$ cat config.mk
export PLATFORM = sky130hd
export DESIGN_NAME = line_sensor_calibrate_vote
export DESIGN_NICKNAME = d
export VERILOG_FILES = /design/src/rtl/lscv_pkg.sv /design/src/rtl/lscv_cal.sv /design/src/rtl/lscv_vote.sv /design/src/rtl/line_sensor_calibrate_vote.sv
export SDC_FILE = /design/constraint.sdc
export NUM_CORES = 1
export LEC_CHECK = 0
export ABC_AREA = 1
export BUFFER_PORTS_ARGS = -buffer_cell sky130_fd_sc_hd__buf_2
export CORE_MARGIN = 3
export CORE_UTILIZATION = 50
export DETAILED_ROUTE_END_ITERATION = 8
export GPL_ROUTABILITY_DRIVEN = 1
export PLACE_DENSITY = 0.69
export RECOVER_POWER = 50
export SLEW_MARGIN = 20
export SYNTH_ARGS = -nofsm -noshare
export SYNTH_HDL_FRONTEND = slang
export SYNTH_SLANG_ARGS = --single-unit
$ cat constraint.sdc
create_clock -name clk -period 3.1 [get_ports clk]
set_input_delay 0.155 -clock clk [delete_from_list [all_inputs] [get_ports clk]]
set_output_delay 0.155 -clock clk [all_outputs]
set_load 0.005 [all_outputs]
$ cat src/rtl/lscv_pkg.sv
`default_nettype none
// ----------------------------------------------------------------------------
// lscv_pkg
// shared types and constants of the line sensor calibrate and vote block
// ----------------------------------------------------------------------------
package lscv_pkg;

	localparam int LANES = 8;

	localparam logic MODE_CAL  = 1'b0;
	localparam logic MODE_MEAS = 1'b1;

	localparam logic KIND_MEAS = 1'b0;
	localparam logic KIND_CAL  = 1'b1;

	localparam int TDATA_W = 32;

	typedef logic [LANES-1:0] lane_t;

	typedef struct packed {
		logic  kind;
		lane_t voted_raw;
		lane_t line_bits;
		lane_t bg_pattern;
		logic  cal_ok;
	} lscv_res_t;

endpackage : lscv_pkg
`default_nettype wire

$ cat src/rtl/lscv_cal.sv
`default_nettype none
// ----------------------------------------------------------------------------
// lscv_cal
// per-channel high counters and white pattern latch for calibration
// ----------------------------------------------------------------------------
module lscv_cal #(
	parameter int CAL_SAMPLES = 16
) (
	input  wire logic           clk,
	input  wire logic           arst_n,
	input  wire logic           clear,
	input  wire logic           step,
	input  wire lscv_pkg::lane_t sample,
	output logic                done,
	output lscv_pkg::lane_t     new_pattern,
	output logic                new_ok,
	output lscv_pkg::lane_t     white_q,
	output logic                ok_q
);
	import lscv_pkg::*;

	localparam int CNT_W = $clog2(CAL_SAMPLES + 1);
	localparam int IDX_W = $clog2(CAL_SAMPLES);
	localparam logic [CNT_W-1:0] THRESH  = CNT_W'(CAL_SAMPLES / 2);
	localparam logic [IDX_W-1:0] IDX_END = IDX_W'(CAL_SAMPLES - 1);

	logic [CNT_W-1:0] cnt_q [LANES];
	logic [CNT_W-1:0] cnt_sum [LANES];
	logic [IDX_W-1:0] idx_q;

	always_comb begin
		for (int k = 0; k < LANES; k++) begin
			cnt_sum[k]     = cnt_q[k] + CNT_W'(sample[k]);
			new_pattern[k] = (cnt_sum[k] >= THRESH);
		end
	end

	assign done   = step && (idx_q == IDX_END);
	assign new_ok = (new_pattern != '0);

	always_ff @(posedge clk or negedge arst_n) begin
		if (!arst_n) begin
			idx_q <= '0;
			for (int k = 0; k < LANES; k++) begin
				cnt_q[k] <= '0;
			end
		end else if (clear || done) begin
			idx_q <= '0;
			for (int k = 0; k < LANES; k++) begin
				cnt_q[k] <= '0;
			end
		end else if (step) begin
			idx_q <= idx_q + IDX_W'(1);
			for (int k = 0; k < LANES; k++) begin
				cnt_q[k] <= cnt_sum[k];
			end
		end
	end

	always_ff @(posedge clk or negedge arst_n) begin
		if (!arst_n) begin
			white_q <= '0;
			ok_q    <= 1'b0;
		end else if (done) begin
			white_q <= new_pattern;
			ok_q    <= new_ok;
		end
	end

endmodule : lscv_cal
`default_nettype wire

$ cat src/rtl/lscv_vote.sv
`default_nettype none
// ----------------------------------------------------------------------------
// lscv_vote
// holds two samples and forms the bitwise two-of-three majority on the third
// ----------------------------------------------------------------------------
module lscv_vote (
	input  wire logic            clk,
	input  wire logic            arst_n,
	input  wire logic            clear,
	input  wire logic            step,
	input  wire lscv_pkg::lane_t sample,
	output logic                 emit,
	output lscv_pkg::lane_t      voted
);
	import lscv_pkg::*;

	typedef enum logic [2:0] {
		PH_FIRST  = 3'b001,
		PH_SECOND = 3'b010,
		PH_THIRD  = 3'b100
	} phase_t;

	phase_t phase_q;
	lane_t  held0_q;
	lane_t  held1_q;

	assign emit  = step && (phase_q == PH_THIRD);
	assign voted = (held0_q & held1_q) | (held0_q & sample) | (held1_q & sample);

	always_ff @(posedge clk or negedge arst_n) begin
		if (!arst_n) begin
			phase_q <= PH_FIRST;
		end else if (clear) begin
			phase_q <= PH_FIRST;
		end else if (step) begin
			case (phase_q)
				PH_FIRST:  phase_q <= PH_SECOND;
				PH_SECOND: phase_q <= PH_THIRD;
				PH_THIRD:  phase_q <= PH_FIRST;
				default:   phase_q <= PH_FIRST;
			endcase
		end
	end

	always_ff @(posedge clk) begin
		if (step && (phase_q == PH_FIRST)) begin
			held0_q <= sample;
		end
		if (step && (phase_q == PH_SECOND)) begin
			held1_q <= sample;
		end
	end

endmodule : lscv_vote
`default_nettype wire

$ cat src/rtl/line_sensor_calibrate_vote.sv
`default_nettype none
// ----------------------------------------------------------------------------
// line_sensor_calibrate_vote
// line sensor white calibration and two-of-three majority vote
// ----------------------------------------------------------------------------
// One sample beat is taken per clock when the result side keeps up: a beat
// is registered on entry, the counters or the vote logic act on it in a
// cycle in which the result register is free or being read, and any result
// is loaded into the output register at the end of that same cycle. In
// calibrate mode every CAL_SAMPLES beats give one calibration result; in
// measure mode every third beat gives one vote result. A mode write
// restarts both counters but keeps the latched white pattern. Sample bits
// at or above CHANNELS are ignored throughout.
module line_sensor_calibrate_vote #(
	parameter int CHANNELS    = 8,
	parameter int CAL_SAMPLES = 16
) (
	input  wire logic        clk,
	input  wire logic        arst_n,
	input  wire logic        cfg_valid,
	output logic             cfg_ready,
	input  wire logic        cfg_data,        // mode
	input  wire logic        s_axis_tvalid,
	output logic             s_axis_tready,
	input  wire logic [7:0]  s_axis_tdata,    // sample
	output logic             m_axis_tvalid,
	input  wire logic        m_axis_tready,
	output logic [lscv_pkg::TDATA_W-1:0] m_axis_tdata,
	// voted_raw [7:0], line_bits [15:8], bg_pattern [23:16], cal_ok [24]
	output logic             m_axis_tuser     // kind
);
	import lscv_pkg::*;

	logic      mode_q;
	logic      cfg_wr;
	lane_t     chan_mask;
	logic      valid_s1;
	lane_t     sample_s1;
	logic      adv;
	logic      cal_step;
	logic      vote_step;
	logic      cal_done;
	lane_t     new_pattern;
	logic      new_ok;
	lane_t     white_q;
	logic      ok_q;
	logic      vote_emit;
	lane_t     voted;
	lscv_res_t res_d;
	lscv_res_t res_q;
	logic      res_valid_q;

	always_comb begin
		for (int k = 0; k < LANES; k++) begin
			chan_mask[k] = (k < CHANNELS);
		end
	end

	assign cfg_ready = 1'b1;
	assign cfg_wr    = cfg_valid && cfg_ready;

	always_ff @(posedge clk or negedge arst_n) begin
		if (!arst_n) begin
			mode_q <= MODE_CAL;
		end else if (cfg_wr) begin
			mode_q <= cfg_data;
		end
	end

	// entry stage
	assign adv           = valid_s1 && (!res_valid_q || m_axis_tready);
	assign s_axis_tready = !valid_s1 || adv;

	always_ff @(posedge clk or negedge arst_n) begin
		if (!arst_n) begin
			valid_s1 <= 1'b0;
		end else if (s_axis_tready) begin
			valid_s1 <= s_axis_tvalid;
		end
	end

	always_ff @(posedge clk) begin
		if (s_axis_tready && s_axis_tvalid) begin
			sample_s1 <= s_axis_tdata & chan_mask;
		end
	end

	assign cal_step  = adv && (mode_q == MODE_CAL);
	assign vote_step = adv && (mode_q == MODE_MEAS);

	lscv_cal #(
		.CAL_SAMPLES(CAL_SAMPLES)
	) u_cal (
		.clk        (clk),
		.arst_n     (arst_n),
		.clear      (cfg_wr),
		.step       (cal_step),
		.sample     (sample_s1),
		.done       (cal_done),
		.new_pattern(new_pattern),
		.new_ok     (new_ok),
		.white_q    (white_q),
		.ok_q       (ok_q)
	);

	lscv_vote u_vote (
		.clk   (clk),
		.arst_n(arst_n),
		.clear (cfg_wr),
		.step  (vote_step),
		.sample(sample_s1),
		.emit  (vote_emit),
		.voted (voted)
	);

	always_comb begin
		if (cal_done) begin
			res_d.kind       = KIND_CAL;
			res_d.voted_raw  = '0;
			res_d.line_bits  = '0;
			res_d.bg_pattern = new_pattern;
			res_d.cal_ok     = new_ok;
		end else begin
			res_d.kind       = KIND_MEAS;
			res_d.voted_raw  = voted;
			res_d.line_bits  = voted ^ white_q;
			res_d.bg_pattern = white_q;
			res_d.cal_ok     = ok_q;
		end
	end

	// result register
	always_ff @(posedge clk or negedge arst_n) begin
		if (!arst_n) begin
			res_valid_q <= 1'b0;
		end else begin
			res_valid_q <= (res_valid_q && !m_axis_tready) || cal_done || vote_emit;
		end
	end

	always_ff @(posedge clk) begin
		if (cal_done || vote_emit) begin
			res_q <= res_d;
		end
	end

	assign m_axis_tvalid = res_valid_q;
	assign m_axis_tuser  = res_q.kind;
	assign m_axis_tdata  = {7'd0, res_q.cal_ok, res_q.bg_pattern,
		res_q.line_bits, res_q.voted_raw};

	a_cal_payload: assert property (@(posedge clk) disable iff (!arst_n)
		(m_axis_tvalid && (m_axis_tuser == KIND_CAL)) |->
		(res_q.voted_raw == '0 && res_q.line_bits == '0 &&
		res_q.cal_ok == (res_q.bg_pattern != '0)))
		else $error("calibration beat payload inconsistent");

	a_meas_line: assert property (@(posedge clk) disable iff (!arst_n)
		(m_axis_tvalid && (m_axis_tuser == KIND_MEAS)) |->
		(res_q.line_bits == (res_q.voted_raw ^ res_q.bg_pattern)))
		else $error("line bits do not match vote and white pattern");

	a_one_source: assert property (@(posedge clk) disable iff (!arst_n)
		!(cal_done && vote_emit))
		else $error("calibration and vote produced a result together");

	a_stall_holds: assert property (@(posedge clk) disable iff (!arst_n)
		(m_axis_tvalid && !m_axis_tready) |-> !adv)
		else $error("entry stage advanced into a full result register");

endmodule : line_sensor_calibrate_vote
`default_nettype wire

After elaboration in Yosys (flattened, before gate mapping):

Index checks and enable logic that the tools add are counted.

* output and inout bits: 36
* memories kept: 0
* bits of input ports: 14
* memory bits (writable): 0
* bits in read-only memories: 0
* word-level logic and storage cells: 80
* register bits after elaboration: 109
* latch bits: 0

* $lt $le $gt $ge: 8
* reductions and logical operators: 21
* multiply operators: 0
* div/mod/pow operators: 0
* eq/ne operators: 4
* shift operators: 0
* add/subtract/negate cells: 9
* bitwise gates (word level): 7
* muxes and demuxes: 8

Operators by type and width (count)
* $mux W40: 2
* $add A5 B1 Y5: 8
* $ge A5 B4 Y1 const B: 8
* $mux W26: 1
* $and A8 B8 Y8: 3
* $or A8 B8 Y8: 2
* $logic_and A1 B1 Y1: 9
* $mux W4: 2
* $reduce_bool A8 Y1: 1
* $xor A8 B8 Y8: 1
* $logic_or A1 B1 Y1: 6
* $mux W3: 2
* $pmux W3 S2: 1
* $add A4 B1 Y4 const B: 1
* $eq A4 B4 Y1 const B: 1
* $reduce_bool A2 Y1: 2
* $eq A3 B1 Y1 const B: 1
* $eq A3 B2 Y1 const B: 1
* $eq A3 B3 Y1 const B: 1
* $logic_not A1 Y1: 3
* $not A1 Y1: 1

Depth between registers and ports, before layout:

* depth after elaboration: 7
* mapped depth: 11
* mapped depth without buffers: 11

Cells and area by module:

Synthesis repeated with hierarchy kept, for this count alone.

* cells, all modules: 516
* area, all modules: 5091.1 um^2

By module, submodules not included
* lscv_cal: area an instance 2805.2 um^2, instances 1, cells an instance 329, seq. area each 1326.3 um^2
* line_sensor_calibrate_vote: area an instance 1565.3 um^2, instances 1, cells an instance 142, seq. area each 1096.1 um^2
* lscv_vote: area an instance 720.7 um^2, instances 1, cells an instance 45, seq. area each 556.8 um^2

Worst setup path before layout:

No wires, ideal clock.

* kind: register to register
* start point: register u_cal.idx_q[0]
* end point: register res_q (netlist bit m_axis_tdata[0]), enable pin
* setup slack: 1.043 ns
* stages on the path, launching flop included: 7
* data arrival time: 1.674 ns
* path buffers: 1
* setup time: 0.383 ns
* clock period less this slack: 2.057 ns
* required time: 2.717 ns
* path through: dfrtp_1 ha_1 nand2_1 nor3_4 inv_2 buf_6 nand2_1

* cells in the longest elaborated chain, start to end: 3

RTL lines
* start: declaration: RTL line lscv_cal.sv:29 `logic [IDX_W-1:0] idx_q;`
* start signal: assignment: RTL line lscv_cal.sv:53 `idx_q <= idx_q + IDX_W'(1);`
* $eq A4 B4 Y1: RTL line lscv_cal.sv:38 `assign done = step && (idx_q == IDX_END);`
* $logic_and A1 B1 Y1: RTL line lscv_cal.sv:38
* $logic_or A1 B1 Y1: RTL line line_sensor_calibrate_vote.sv:142 `if (cal_done || vote_emit) begin`
* end signal: assignment: RTL line line_sensor_calibrate_vote.sv:143 `res_q <= res_d;`
* end: declaration: RTL line line_sensor_calibrate_vote.sv:50 `lscv_res_t res_q;`

No other way between the ends.
A chain may end at the register's enable or synchronous reset.

Worst setup path in the final report:

* start point: register u_cal.idx_q[0]
* end point: register res_q (netlist bit m_axis_tdata[19]), enable pin

Same word-level chain as after synthesis.

==> results.cfg <==
[logic_synthesis]
synthTopCellsByArea = edfxtp_1 31%, dfrtp_1 30%, nand2_1 7.3%
async_reset_ff_frac = 0.541
synth_seq_area_share = 0.612
synth_flop_cell = dfrtp_1
ys_types = 28
yosysTopAreaCell = edfxtp_1
synth_top_area_frac = 0.309
synth_common_cells = 95 x nand2_1, 58 x dfrtp_1, 54 x nand3_1
synth.most_common_cell = nand2_1
syn-cell-area_um2 = 4860
synth-edff-count = 50
syn_inst = 473
synth_warnings = 0
syn_avg_cell_area_um2 = 10.3
synth_seq_cells = 109

[setup_path]
reg2reg_from = u_cal.idx_q[0]$_DFFE_PN0P_
crit_required_ns = 3.15
reg2reg_depth = 7
critPathKind = flop to flop
path_max_fanout = 27
cp.buffers_inverters = 3
r2r-end = m_axis_tdata[19]$_DFFE_PP_
cp_slowest_cell = dfrtp_1
crit_family = buffers and inverters
slowest_delay_ns = 0.38
crit_chain = ha_1, nand2_1, nor3_4, buf_4, inv_2, nand2_1, buf_4
worstPathArrival_ns = 2.18
startpoint_type = flop
reg2reg_slack_ns = 0.97
end_kind = flop

[clock_tree]
cts_root_buf = clkbuf_8
cts_resized = 0
post-cts-setup-buffers = 0
cts_buffers = 9
h-tree-depth = 3
path_clk_slew_ns = 0.09
cts_tree = done
cts.path.max_buffers = 2
clkLatencyLatePin_ns = 0.38
cts_sinks = 109

[job]
maxCapViolations = 0

[placed_design]
gp_congestion = 0.820
dp_hpwl_um = 6490
port_buffers = 41
placed_cells = 636

[power]
power_density_nw_per_um2 = 477
leakage_uw = 0.00246
vdd_drop_max_uv = 357
p_total_uw = 2620

[global_routing]
grt_pass1_vias = 3348
globalRouteOverflowTotal = 0
grt_use_total = 0.191
antenna_found_initial = 0
grt_max_degree = 45
grt_pass1_wl_um = 16400

[timing]
worstMarginPinSlew_ns = 1.08
hold_viol = 0
min_period_over_period = 0.688
max_slew_margin = 0.277
slew_violations = 0
post-route-min-period_ns = 2.13
fmax_mhz = 469
rsz0062_at_grt = false
setup_violations = 0
skew_ns = 0.0124
finalSetupTns_ns = 0
holdWs_ns = 0.0407

[final_layout]
fin_nets = 561
drive_gt1_frac = 0.127
syn_to_final_growth_pct = 12.7
fin_cells = 664
final_core_utilization = 0.588
antennaDiodeCount = 0

[hold_path]
whs_path_depth = 2
min_to = u_vote.phase_q[1]$_DFFE_PN0P_
min_path_type = primary input to flop
holdCritStartpoint = cfg_valid

[die]
dieArea_um2 = 10900
die_h_um = 105
num_rows = 35
core_area_um2 = 9330
die_x_um = 105
pin_count = 50
start_util = 0.522

[outcome]
status = finished clean

[drt]
via_count = 3502
final_antenna_net_count = 0
route.detailed.drc = 0
drtIter0Drc = 136
wirelength_um = 9850
vias_per_cell = 5.27
first_pass_iters = 5
wire_per_inst_um = 14.8
[cell type report]
cell class / count / area, um^2
Clock buffer: 10 / 138
Clock inverter: 6 / 62.6
Fill cell: 791 / 3840
Inverter: 38 / 143
Multi-Input combinational cell: 310 / 1620
Sequential cell: 109 / 2980
Tap cell: 129 / 161
Timing Repair Buffer: 62 / 380
[flip-flops by register name, indices dropped and copies added (netlist names), 3 cells and up]
| register | count |
|---|---|
| sample_s1 | 8 |
| u_vote.held1_q | 8 |
| u_cal.cnt_q | 40 |
| u_vote.phase_q | 3 |
| u_cal.idx_q | 4 |
| u_vote.held0_q | 8 |
| u_cal.white_q | 8 |
| m_axis_tdata | 25 |
[metrics by stage]
stage                     area, um^2  setup slack (ns)
after floorplan                 4890              1.04
after global placement          5180              1.05
after detailed placement        5180             0.984
after CTS                       5490             0.963
after global routing            5480             0.801
final                           5480             0.968
[worst max path at each step]
stage               cells after the start                       start  slack (ns)                             end
finish                                  7  u_cal.idx_q[0]$_DFFE_PN0P_        0.97      m_axis_tdata[19]$_DFFE_PP_
global route                            7  u_cal.idx_q[1]$_DFFE_PN0P_        0.80  m_axis_tdata[11]$_SDFFCE_PP0P_
CTS                                     7  u_cal.idx_q[0]$_DFFE_PN0P_        0.96  m_axis_tdata[10]$_SDFFCE_PP0P_
detailed placement                      7  u_cal.idx_q[0]$_DFFE_PN0P_        0.98   m_axis_tdata[4]$_SDFFCE_PP0P_
global placement                        7  u_cal.idx_q[0]$_DFFE_PN0P_        1.05   m_axis_tdata[4]$_SDFFCE_PP0P_
floorplan                               6  u_cal.idx_q[0]$_DFFE_PN0P_        1.04   m_axis_tdata[0]$_SDFFCE_PP0P_
[placed cells by master, fill, tap and decap left out, drive strengths merged]
cell,count
dfstp,1
edfxtp,50
clkbuf,24
nor3,2
buf,37
nand4,18
conb,8
clkinv,3
dfrtp,58
xor2,1
clkinvlp,3
inv,37
o21bai,1
nor2,32
dlygate4sd3,11
ha,17
nand2,97
o21a,8
and3,1
o21ai,43
nand3,55
a21oi,27
bufinv,1
[logic make-up (layout without fill, tap and decap cells)]
| kind of cell | count (synthesis) | in the layout | share of synthesized area |
|---|---|---|---|
| AND/OR/NAND/NOR | 205 | 205 | 0.190 |
| flip-flops | 109 | 109 | 0.612 |
| adder cells (fa/ha/maj) | 17 | 17 | 0.0437 |
| buffers and inverters | 60 | 116 | 0.0592 |
| other | 2 | 8 | 0.00154 |
| XOR/XNOR | 1 | 1 | 0.00180 |
| AO/OA/AOI/OAI | 79 | 79 | 0.0913 |
[routing by layer]
metal  global-route usage  share of wire
met1                0.246           0.44
met2                0.312           0.49
met3               0.0544          0.057
met4               0.0619          0.015
met5                    0              0
[power breakdown]
group / switching, uW / internal, uW / leakage [uW]
logic: 114 / 58.0 / 0.00108
clock network: 477 / 393 / 0.0000943
registers: 26.0 / 1550 / 0.00129
[timing repair]
item / in CTS / in global routing
hold endpoints to repair: 50 / 0
endpoints found under the setup margin: 0 / 0
hold buffers: 11 / 0
No activity file was read; power rests on OpenSTA's default activity.
